## src/rtl/core/clp_pkg.sv

```systemverilog
// Package for the calibrated line position unit.
// Holds payload structs, request and mode codes, sequencer states and constants.
// No dependencies.
package clp_pkg;

  localparam int unsigned NumSens    = 5;
  localparam int unsigned CalSamples = 10;
  localparam int unsigned CntW       = 6;
  localparam int unsigned ValW       = 15;
  localparam int unsigned LvlW       = 10;
  localparam int unsigned PosW       = 12;

  localparam logic [ValW-1:0] TimeoutReset = 15'd4000;
  localparam logic [LvlW-1:0] LevelFull    = 10'd1000;
  localparam logic [LvlW-1:0] SeenThresh   = 10'd200;
  localparam logic [LvlW-1:0] NoiseThresh  = 10'd50;
  localparam logic [PosW-1:0] PosMid       = 12'd2000;
  localparam logic [PosW-1:0] PosFar       = 12'd4000;

  typedef enum logic [1:0] {
    REQ_CAL   = 2'd0,
    REQ_BLACK = 2'd1,
    REQ_WHITE = 2'd2,
    REQ_RESET = 2'd3
  } req_e;

  typedef enum logic [1:0] {
    MODE_ON     = 2'd0,
    MODE_OFF    = 2'd1,
    MODE_MANUAL = 2'd2,
    MODE_SPARE  = 2'd3
  } mode_e;

  typedef enum logic [2:0] {
    ST_IDLE,
    ST_CAL,
    ST_SCALE,
    ST_DIV,
    ST_POS,
    ST_PDIV,
    ST_OUT
  } state_e;

  typedef struct packed {
    logic [1:0]  req_type;
    logic [1:0]  emitter_mode;
    logic [15:0] raw0;
    logic [15:0] raw1;
    logic [15:0] raw2;
    logic [15:0] raw3;
    logic [15:0] raw4;
  } in_item_t;

  typedef struct packed {
    logic [PosW-1:0] position;
    logic [LvlW-1:0] level0;
    logic [LvlW-1:0] level1;
    logic [LvlW-1:0] level2;
    logic [LvlW-1:0] level3;
    logic [LvlW-1:0] level4;
    logic            line_seen;
  } out_item_t;

endpackage

```

## src/rtl/core/calibrated_line_position_unit.sv

```systemverilog
// Calibrated line position unit: top level with sequencer and shared divider.
// Depends on clp_pkg.
// Calibrate and reset items pass through ST_CAL to ST_OUT. Reads scale each sensor,
// with a 25-step restoring division for a level that is neither zero nor full, then
// a 25-step division for the position when the line is seen, then ST_OUT.
// One item at a time; the next is accepted once the result register is taken.
// Reset restores the timeout to 4000, sets the low bounds to 4000 and the high bounds to 0, and clears flags and burst.
module calibrated_line_position_unit (
  input  logic              clk_i,
  input  logic              rst_ni,
  input  logic              cfg_we_i,
  input  logic [14:0]       cfg_wdata_i,
  input  logic              in_valid_i,
  output logic              in_stall_o,
  input  clp_pkg::in_item_t in_item_i,
  output logic              out_valid_o,
  input  logic              out_stall_i,
  output clp_pkg::out_item_t out_item_o
);
  import clp_pkg::*;

  localparam int unsigned DivW = 25;

  state_e state_q, state_d;

  logic [ValW-1:0] timeout_q;
  logic [ValW-1:0] lo_on_q [NumSens];
  logic [ValW-1:0] hi_on_q [NumSens];
  logic [ValW-1:0] lo_off_q [NumSens];
  logic [ValW-1:0] hi_off_q [NumSens];
  logic [ValW-1:0] bmin_q [NumSens];
  logic [ValW-1:0] bmax_q [NumSens];
  logic [ValW-1:0] val_q [NumSens];
  logic [LvlW-1:0] lvl_q [NumSens];
  logic            cal_on_q, cal_off_q;
  logic [CntW-1:0] bcnt_q;
  logic [PosW-1:0] last_pos_q;
  logic [1:0]      req_q, mode_q;
  logic [2:0]      idx_q;
  logic [4:0]      step_q;
  logic            out_valid_q;
  out_item_t       out_q;

  // Shared restoring divider registers.
  logic [DivW-1:0] num_q, quo_q;
  logic [DivW-1:0] den_q;
  logic [DivW:0]   rem_q;
  logic [DivW:0]   rem_sh;
  logic            rem_ge;

  // Clamped halves of the incoming raw times.
  logic [15:0]     raw_in [NumSens];
  logic [ValW-1:0] val_in [NumSens];

  always_comb begin
    raw_in[0] = in_item_i.raw0;
    raw_in[1] = in_item_i.raw1;
    raw_in[2] = in_item_i.raw2;
    raw_in[3] = in_item_i.raw3;
    raw_in[4] = in_item_i.raw4;
    for (int i = 0; i < NumSens; i++) begin
      val_in[i] = (raw_in[i][15:1] > timeout_q) ? timeout_q : raw_in[i][15:1];
    end
  end

  logic accept;
  assign in_stall_o  = (state_q != ST_IDLE) || out_valid_q;
  assign accept      = in_valid_i && !in_stall_o;
  assign out_valid_o = out_valid_q;
  assign out_item_o  = out_q;

  // Bounds for the current read sensor.
  logic            use_on, use_off, use_cal;
  logic [ValW-1:0] cur_lo, cur_hi, cur_v;
  logic [2:0]      idx_w;
  logic            skip_zero, skip_full;
  assign idx_w   = (idx_q < 3'(NumSens)) ? idx_q : 3'd0;
  assign use_on  = (mode_q == MODE_ON) && cal_on_q;
  assign use_off = (mode_q == MODE_OFF) && cal_off_q;
  assign use_cal = use_on || use_off;
  assign cur_lo  = use_on ? lo_on_q[idx_w] : lo_off_q[idx_w];
  assign cur_hi  = use_on ? hi_on_q[idx_w] : hi_off_q[idx_w];
  assign cur_v   = val_q[idx_w];
  assign skip_zero = !use_cal || (cur_hi <= cur_lo) || (cur_v <= cur_lo);
  assign skip_full = cur_v >= cur_hi;

  // Weighted sum of the middle levels above the noise floor.
  logic [LvlW-1:0] mid [3];
  logic            seen;
  logic [11:0]     tot;
  logic [DivW-1:0] wsum;
  always_comb begin
    seen = 1'b0;
    tot  = '0;
    wsum = '0;
    for (int i = 0; i < 3; i++) begin
      mid[i] = (req_q == REQ_WHITE) ? LevelFull - lvl_q[i+1] : lvl_q[i+1];
      if (mid[i] > SeenThresh) seen = 1'b1;
      if (mid[i] > NoiseThresh) begin
        tot  = tot + 12'(mid[i]);
        wsum = wsum + DivW'(mid[i]) * DivW'(i + 1);
      end
    end
  end

  // One divider step: shift in the next numerator bit and try a subtract.
  assign rem_sh = {rem_q[DivW-1:0], num_q[DivW-1]};
  assign rem_ge = rem_sh >= {1'b0, den_q};

  // Next state.
  always_comb begin
    state_d = state_q;
    case (state_q)
      ST_IDLE:  if (accept) begin
        state_d = (in_item_i.req_type == REQ_CAL || in_item_i.req_type == REQ_RESET)
                  ? ST_CAL : ST_SCALE;
      end
      ST_CAL:   state_d = ST_OUT;
      ST_SCALE: begin
        if (idx_q == 3'(NumSens - 1) && (skip_zero || skip_full)) state_d = ST_POS;
        else if (!(skip_zero || skip_full)) state_d = ST_DIV;
      end
      ST_DIV:   if (step_q == 5'd0) begin
        state_d = (idx_q == 3'(NumSens - 1)) ? ST_POS : ST_SCALE;
      end
      ST_POS:   state_d = (seen && tot != '0) ? ST_PDIV : ST_OUT;
      ST_PDIV:  if (step_q == 5'd0) state_d = ST_OUT;
      ST_OUT:   state_d = ST_IDLE;
      default:  state_d = ST_IDLE;
    endcase
  end

  // Control state.
  always_ff @(posedge clk_i or negedge rst_ni) begin
    if (!rst_ni) begin
      state_q     <= ST_IDLE;
      out_valid_q <= 1'b0;
    end else begin
      state_q <= state_d;
      if (state_q == ST_OUT) out_valid_q <= 1'b1;
      else if (out_valid_q && !out_stall_i) out_valid_q <= 1'b0;
    end
  end

  // Calibration state and timeout register.
  always_ff @(posedge clk_i or negedge rst_ni) begin
    if (!rst_ni) begin
      timeout_q  <= TimeoutReset;
      cal_on_q   <= 1'b0;
      cal_off_q  <= 1'b0;
      bcnt_q     <= '0;
      last_pos_q <= '0;
      for (int i = 0; i < NumSens; i++) begin
        lo_on_q[i]  <= TimeoutReset;
        lo_off_q[i] <= TimeoutReset;
        hi_on_q[i]  <= '0;
        hi_off_q[i] <= '0;
        bmin_q[i]   <= TimeoutReset;
        bmax_q[i]   <= '0;
      end
    end else begin
      if (cfg_we_i) timeout_q <= (cfg_wdata_i == '0) ? 15'd1 : cfg_wdata_i;
      if (state_q == ST_CAL && req_q == REQ_RESET) begin
        cal_on_q   <= 1'b0;
        cal_off_q  <= 1'b0;
        last_pos_q <= '0;
        bcnt_q     <= '0;
        for (int i = 0; i < NumSens; i++) begin
          lo_on_q[i]  <= timeout_q;
          lo_off_q[i] <= timeout_q;
          hi_on_q[i]  <= '0;
          hi_off_q[i] <= '0;
          bmin_q[i]   <= timeout_q;
          bmax_q[i]   <= '0;
        end
      end else if (state_q == ST_CAL && (mode_q == MODE_ON || mode_q == MODE_OFF)) begin
        if (bcnt_q + 1'b1 >= CntW'(CalSamples)) begin
          // Burst complete: widen the bounds of this emitter mode.
          for (int i = 0; i < NumSens; i++) begin
            logic [ValW-1:0] mn, mx;
            mn = (val_q[i] < bmin_q[i]) ? val_q[i] : bmin_q[i];
            mx = (val_q[i] > bmax_q[i]) ? val_q[i] : bmax_q[i];
            if (mode_q == MODE_ON) begin
              if (mn > hi_on_q[i]) hi_on_q[i] <= mn;
              if (mx < lo_on_q[i]) lo_on_q[i] <= mx;
            end else begin
              if (mn > hi_off_q[i]) hi_off_q[i] <= mn;
              if (mx < lo_off_q[i]) lo_off_q[i] <= mx;
            end
            bmin_q[i] <= timeout_q;
            bmax_q[i] <= '0;
          end
          if (mode_q == MODE_ON) cal_on_q <= 1'b1;
          else cal_off_q <= 1'b1;
          bcnt_q <= '0;
        end else begin
          for (int i = 0; i < NumSens; i++) begin
            if (val_q[i] < bmin_q[i]) bmin_q[i] <= val_q[i];
            if (val_q[i] > bmax_q[i]) bmax_q[i] <= val_q[i];
          end
          bcnt_q <= bcnt_q + 1'b1;
        end
      end
      if (state_q == ST_PDIV && step_q == 5'd0) last_pos_q <= {quo_q[PosW-2:0], rem_ge};
    end
  end

  // Datapath: captured item, levels, divider and result register.
  always_ff @(posedge clk_i) begin
    if (accept) begin
      req_q  <= in_item_i.req_type;
      mode_q <= in_item_i.emitter_mode;
      idx_q  <= '0;
      for (int i = 0; i < NumSens; i++) begin
        val_q[i] <= val_in[i];
        lvl_q[i] <= '0;
      end
    end
    case (state_q)
      ST_SCALE: begin
        if (skip_zero || skip_full) begin
          lvl_q[idx_w] <= skip_zero ? '0 : LevelFull;
          idx_q <= idx_q + 3'd1;
        end else begin
          // (v - lo) * 1000 / (hi - lo), quotient below 1000.
          num_q  <= DivW'(cur_v - cur_lo) * DivW'(LevelFull);
          den_q  <= DivW'(cur_hi - cur_lo);
          rem_q  <= '0;
          quo_q  <= '0;
          step_q <= 5'(DivW - 1);
        end
      end
      ST_DIV, ST_PDIV: begin
        rem_q  <= rem_ge ? rem_sh - {1'b0, den_q} : rem_sh;
        quo_q  <= {quo_q[DivW-2:0], rem_ge};
        num_q  <= {num_q[DivW-2:0], 1'b0};
        step_q <= step_q - 5'd1;
        if (state_q == ST_DIV && step_q == 5'd0) begin
          lvl_q[idx_w] <= LvlW'({quo_q[DivW-2:0], rem_ge});
          idx_q <= idx_q + 3'd1;
        end
      end
      ST_POS: begin
        num_q  <= wsum * DivW'(LevelFull);
        den_q  <= DivW'(tot);
        rem_q  <= '0;
        quo_q  <= '0;
        step_q <= 5'(DivW - 1);
      end
      ST_OUT: begin
        if (req_q == REQ_BLACK || req_q == REQ_WHITE) begin
          if (seen && tot != '0) out_q.position <= last_pos_q;
          else out_q.position <= (last_pos_q < PosMid) ? '0 : PosFar;
          out_q.level0    <= lvl_q[0];
          out_q.level1    <= mid[0];
          out_q.level2    <= mid[1];
          out_q.level3    <= mid[2];
          out_q.level4    <= lvl_q[4];
          out_q.line_seen <= seen;
        end else begin
          out_q <= '0;
        end
      end
      default: ;
    endcase
  end

  // Checks.
  a_no_accept_busy: assert property (@(posedge clk_i) disable iff (!rst_ni)
    (state_q != ST_IDLE) |-> in_stall_o) else $error("item accepted while busy");
  a_out_after_out: assert property (@(posedge clk_i) disable iff (!rst_ni)
    (state_q == ST_OUT) |=> out_valid_q) else $error("result lost");
  a_pos_range: assert property (@(posedge clk_i) disable iff (!rst_ni)
    out_valid_q |-> (out_q.position <= PosFar)) else $error("position out of range");

endmodule
```

## config.mk

```make
export PLATFORM = sky130hd
export DESIGN_NAME = calibrated_line_position_unit
export DESIGN_NICKNAME = d
export VERILOG_FILES = /design/src/rtl/core/clp_pkg.sv /design/src/rtl/core/calibrated_line_position_unit.sv
export SDC_FILE = /design/constraint.sdc
export NUM_CORES = 2
export LEC_CHECK = 0
export BUFFER_PORTS_ARGS = -buffer_cell sky130_fd_sc_hd__buf_2
export CORE_MARGIN = 2
export CORE_UTILIZATION = 53
export CTS_BUF_LIST = sky130_fd_sc_hd__clkbuf_4
export CTS_CLUSTER_DIAMETER = 30
export DETAILED_ROUTE_END_ITERATION = 10
export PLACE_DENSITY = 0.76
export SLEW_MARGIN = 10
export SYNTH_ARGS = -nofsm -noshare
export SYNTH_HDL_FRONTEND = slang
export SYNTH_SLANG_ARGS = --single-unit
```

## constraint.sdc

```tcl
create_clock -name clk_i -period 13 [get_ports clk_i]
set_input_delay 1.3 -clock clk_i [delete_from_list [all_inputs] [get_ports clk_i]]
set_output_delay 1.3 -clock clk_i [all_outputs]
set_load 0.02 [all_outputs]
```

==> metrics <==
die area=0.114 mm²; TritonCTS clock tree=done; synthesized-area fraction occupied by adder cells=0.195; Post-layout nets=7482; WP data arrival=12.05 ns; antenna violations before repair=18; DRT Wirelength=203000 µm; WS Path Type=reg -> reg; DIE WIDTH=337 µm; Total Negative Setup Slacks=0 ns; average cell area after synthesis=9.37 µm²; post-synthesis net count=7232; post-CTS sizing=0; r2r startpoint=req_q[0]; Final setup violation count=0; Critical Path Start Type=register; Slew Limit Fails=0; Final ANT Viol Nets=0; main combinational cell family by area after synthesis=compound AO/OA/AOI/OAI gates; share of cells above drive strength 1=0.142; multiplexer area fraction after synthesis=0.0504; Reg area=0.0206 mm²; ys async rst share=0.641; post-DP HPWL=152000 µm; area grow syn2layout=9.96%; setup repair after global routing missed its margin=false; slowest stage delay, CP=0.67 ns; fin crit share=0.858; Crit-path slowest cell=ha_2; Clk Latency, worst-skew pair=1.25 ns; Slew headroom=0.0330; Die Ht=337 µm; largest cells by area after synthesis=dfrtp_1 (17%), ha_1 (16%), edfxtp_1 (14%), inv_1 (5.1%), dfstp_2 (4.3%); cts hold-fix bufs=0; Pre-antenna DRT Iters=7; Crit. Startpoint=req_q[0]; vias per cell=6.27; crit path time final=11.15 ns; Synth Instances=6278; CP endpoint kind=register; Fin. Hold Viols=0; Clock Skew=0.142 ns; area of the multi-input gates=0.0344 mm²; grt ovf=0; CTS max path bufs=3; R2R Setup Slk=1.85 ns; wire per inst=24.6 µm; Max Cap Viol=0; Critical Path RT=13.89 ns; crit path max fanout=43; Initial Util=0.533; EDFF count, synth=271; # IOs=169; Root Buffer=clkbuf_4; simple-gate share of the synthesized area=0.114; Ys Warns=0; area leader, netlist=dfrtp_1; GRT Resource Usage Total=0.356; sequential fraction of the synthesis area=0.349; Synth top area share=0.167; xor-xnor portion of the synthesized cell area=0.0213; worst-margin pin slew=1.45 ns; Unique masters post-synth=91; # H-tree levels=4; # rows=122; first-pass GRT wire length=303000 µm; Worst-path clk slew=0.07 ns; via count=51685; TritonCTS buffer count=220; post-synthesis compound-gate area fraction=0.202; gpl congestion=1.06; clk sink count=763; Post-synth top flop=dfrtp_1; core footprint=0.110 mm²; fmax=89.7 MHz; outcome=completed; vias in the first global route=50139; 1st-iter DRT viols=5689; fill count=9572; IO buf count=163; largest net degree at the start of global routing=87; #FFs+latches synth=763; cell area after synthesis=0.0588 mm²; drt drc=0; postcts setup bufs=0; Hold WC Path Type=in -> async
[placed cells by master, fill, tap and decap left out, types with 47 or more instances in the layout]
cell	n
a221o_1	123
a2bb2oi_1	48
nand3_1	88
dfstp_2	96
nor2b_1	79
o221ai_1	47
nand2_1	444
o21a_1	93
o211ai_1	50
o22ai_1	112
buf_2	162
a211oi_1	59
inv_1	792
a21oi_1	309
edfxtp_1	271
nand4_1	91
and2_1	69
ha_1	740
nor2_1	449
mux2i_1	143
dfrtp_1	393
mux2_2	135
clkinv_1	52
fa_1	109
buf_4	124
xor2_1	58
o21ai_0	376
nand2b_1	51
xnor2_1	85
clkbuf_4	328
a21o_1	191
[cells by family after synthesis]
group           Yosys count
buf+inv                1056
xor+xnor                143
fa+ha+maj               851
flops                   763
compound gates         1743
mux                     279
simple gates           1443
[through the flow]
stage | std cells | cell area (µm²) | util | hold WS [ns] | setup slack, ns
3_3_place_gp | 7793 | 61500 | 0.557 | 0.436 | 2.19
3_5_place_dp | 7793 | 61500 | 0.557 | 0.439 | 2.03
2_1_floorplan | 6278 | 58800 | - | 0.424 | 3.43
5_1_grt | 8232 | 64700 | 0.586 | 0.127 | 0.898
4_1_cts | 8212 | 64600 | 0.585 | 0.0657 | 1.90
6_report | 8239 | 64700 | 0.586 | 0.0974 | 1.85
[synthesized netlist by cell type (40+ instances only)]
master     count
nand2b_1      53
mux2i_1      143
a221o_1      123
xor2_1        58
nor2b_1       79
a21o_1       191
fa_1         109
edfxtp_1     271
mux2_2       135
inv_1        793
nor2_1       454
nand3_1       89
clkbuf_1     213
o21ai_0      380
a31oi_1       42
ha_1         741
a2bb2oi_1     48
dfrtp_1      393
and2_1        70
nor3_1        44
dfstp_2       96
o22ai_1      112
o21a_1        94
a211oi_1      59
nand2_1      447
xnor2_1       85
o221ai_1      47
a221oi_1      40
a21oi_1      312
o211ai_1      50
nand4_1       91
[layout make-up]
class / instances / share of cell area
Multi-Input combinational cell: 4459 / 0.531
Clock buffer: 328 / 0.0381
Clock inverter: 91 / 0.00934
Tap cell: 1488 / 0.0288
Inverter: 797 / 0.0463
Timing Repair Buffer: 287 / 0.0272
Sequential cell: 763 / 0.318
Antenna cell: 26 / 0.00101
[worst max-delay path, delay by kind of cell (launching register included)]
family                     cells  cell delay (ns)
xor gates and xnor gates       2             0.53
AOI/OAI and AO/OA             17             3.91
buffers and inverters          5             0.53
adders and majority gates     10             4.33
DFF                            1             0.40
and+or+nand+nor                6             1.12
[sequential cells by signal, indices dropped and copies added (netlist names), 22 cells and up]
register,flops
lvl_q,50
bmax_q,75
num_q,22
bmin_q,75
val_q,75
hi_on_q,75
rem_q,25
lo_on_q,75
lo_off_q,75
out_item_o,63
hi_off_q,75
[path summary, 6_finish.rpt]
| kind | end | cells past startpoint |
|---|---|---|
| worst max-delay path | num_q[22] | 40 |
| worst min-delay path | hi_off_q[17] | 1 |
| worst max register to register | num_q[22] | 40 |
| worst min register to register | last_pos_q[11] | 2 |
| max in group asynchronous | hi_on_q[12] | 4 |
| min in group clk_i | mode_q[1] | 1 |
[layer usage]
layer / vias to the layer above / global-route usage / part of all wire
li1: 23279 / - / -
met1: 24694 / 0.432 / 0.37
met2: 2924 / 0.540 / 0.43
met3: 782 / 0.0974 / 0.11
met4: 6 / 0.267 / 0.087
met5: - / 0 / 0.00021
Power is left out: the tool's default activity adds up to more than one toggle a clock period on the data nets, which glitch-free logic cannot reach.
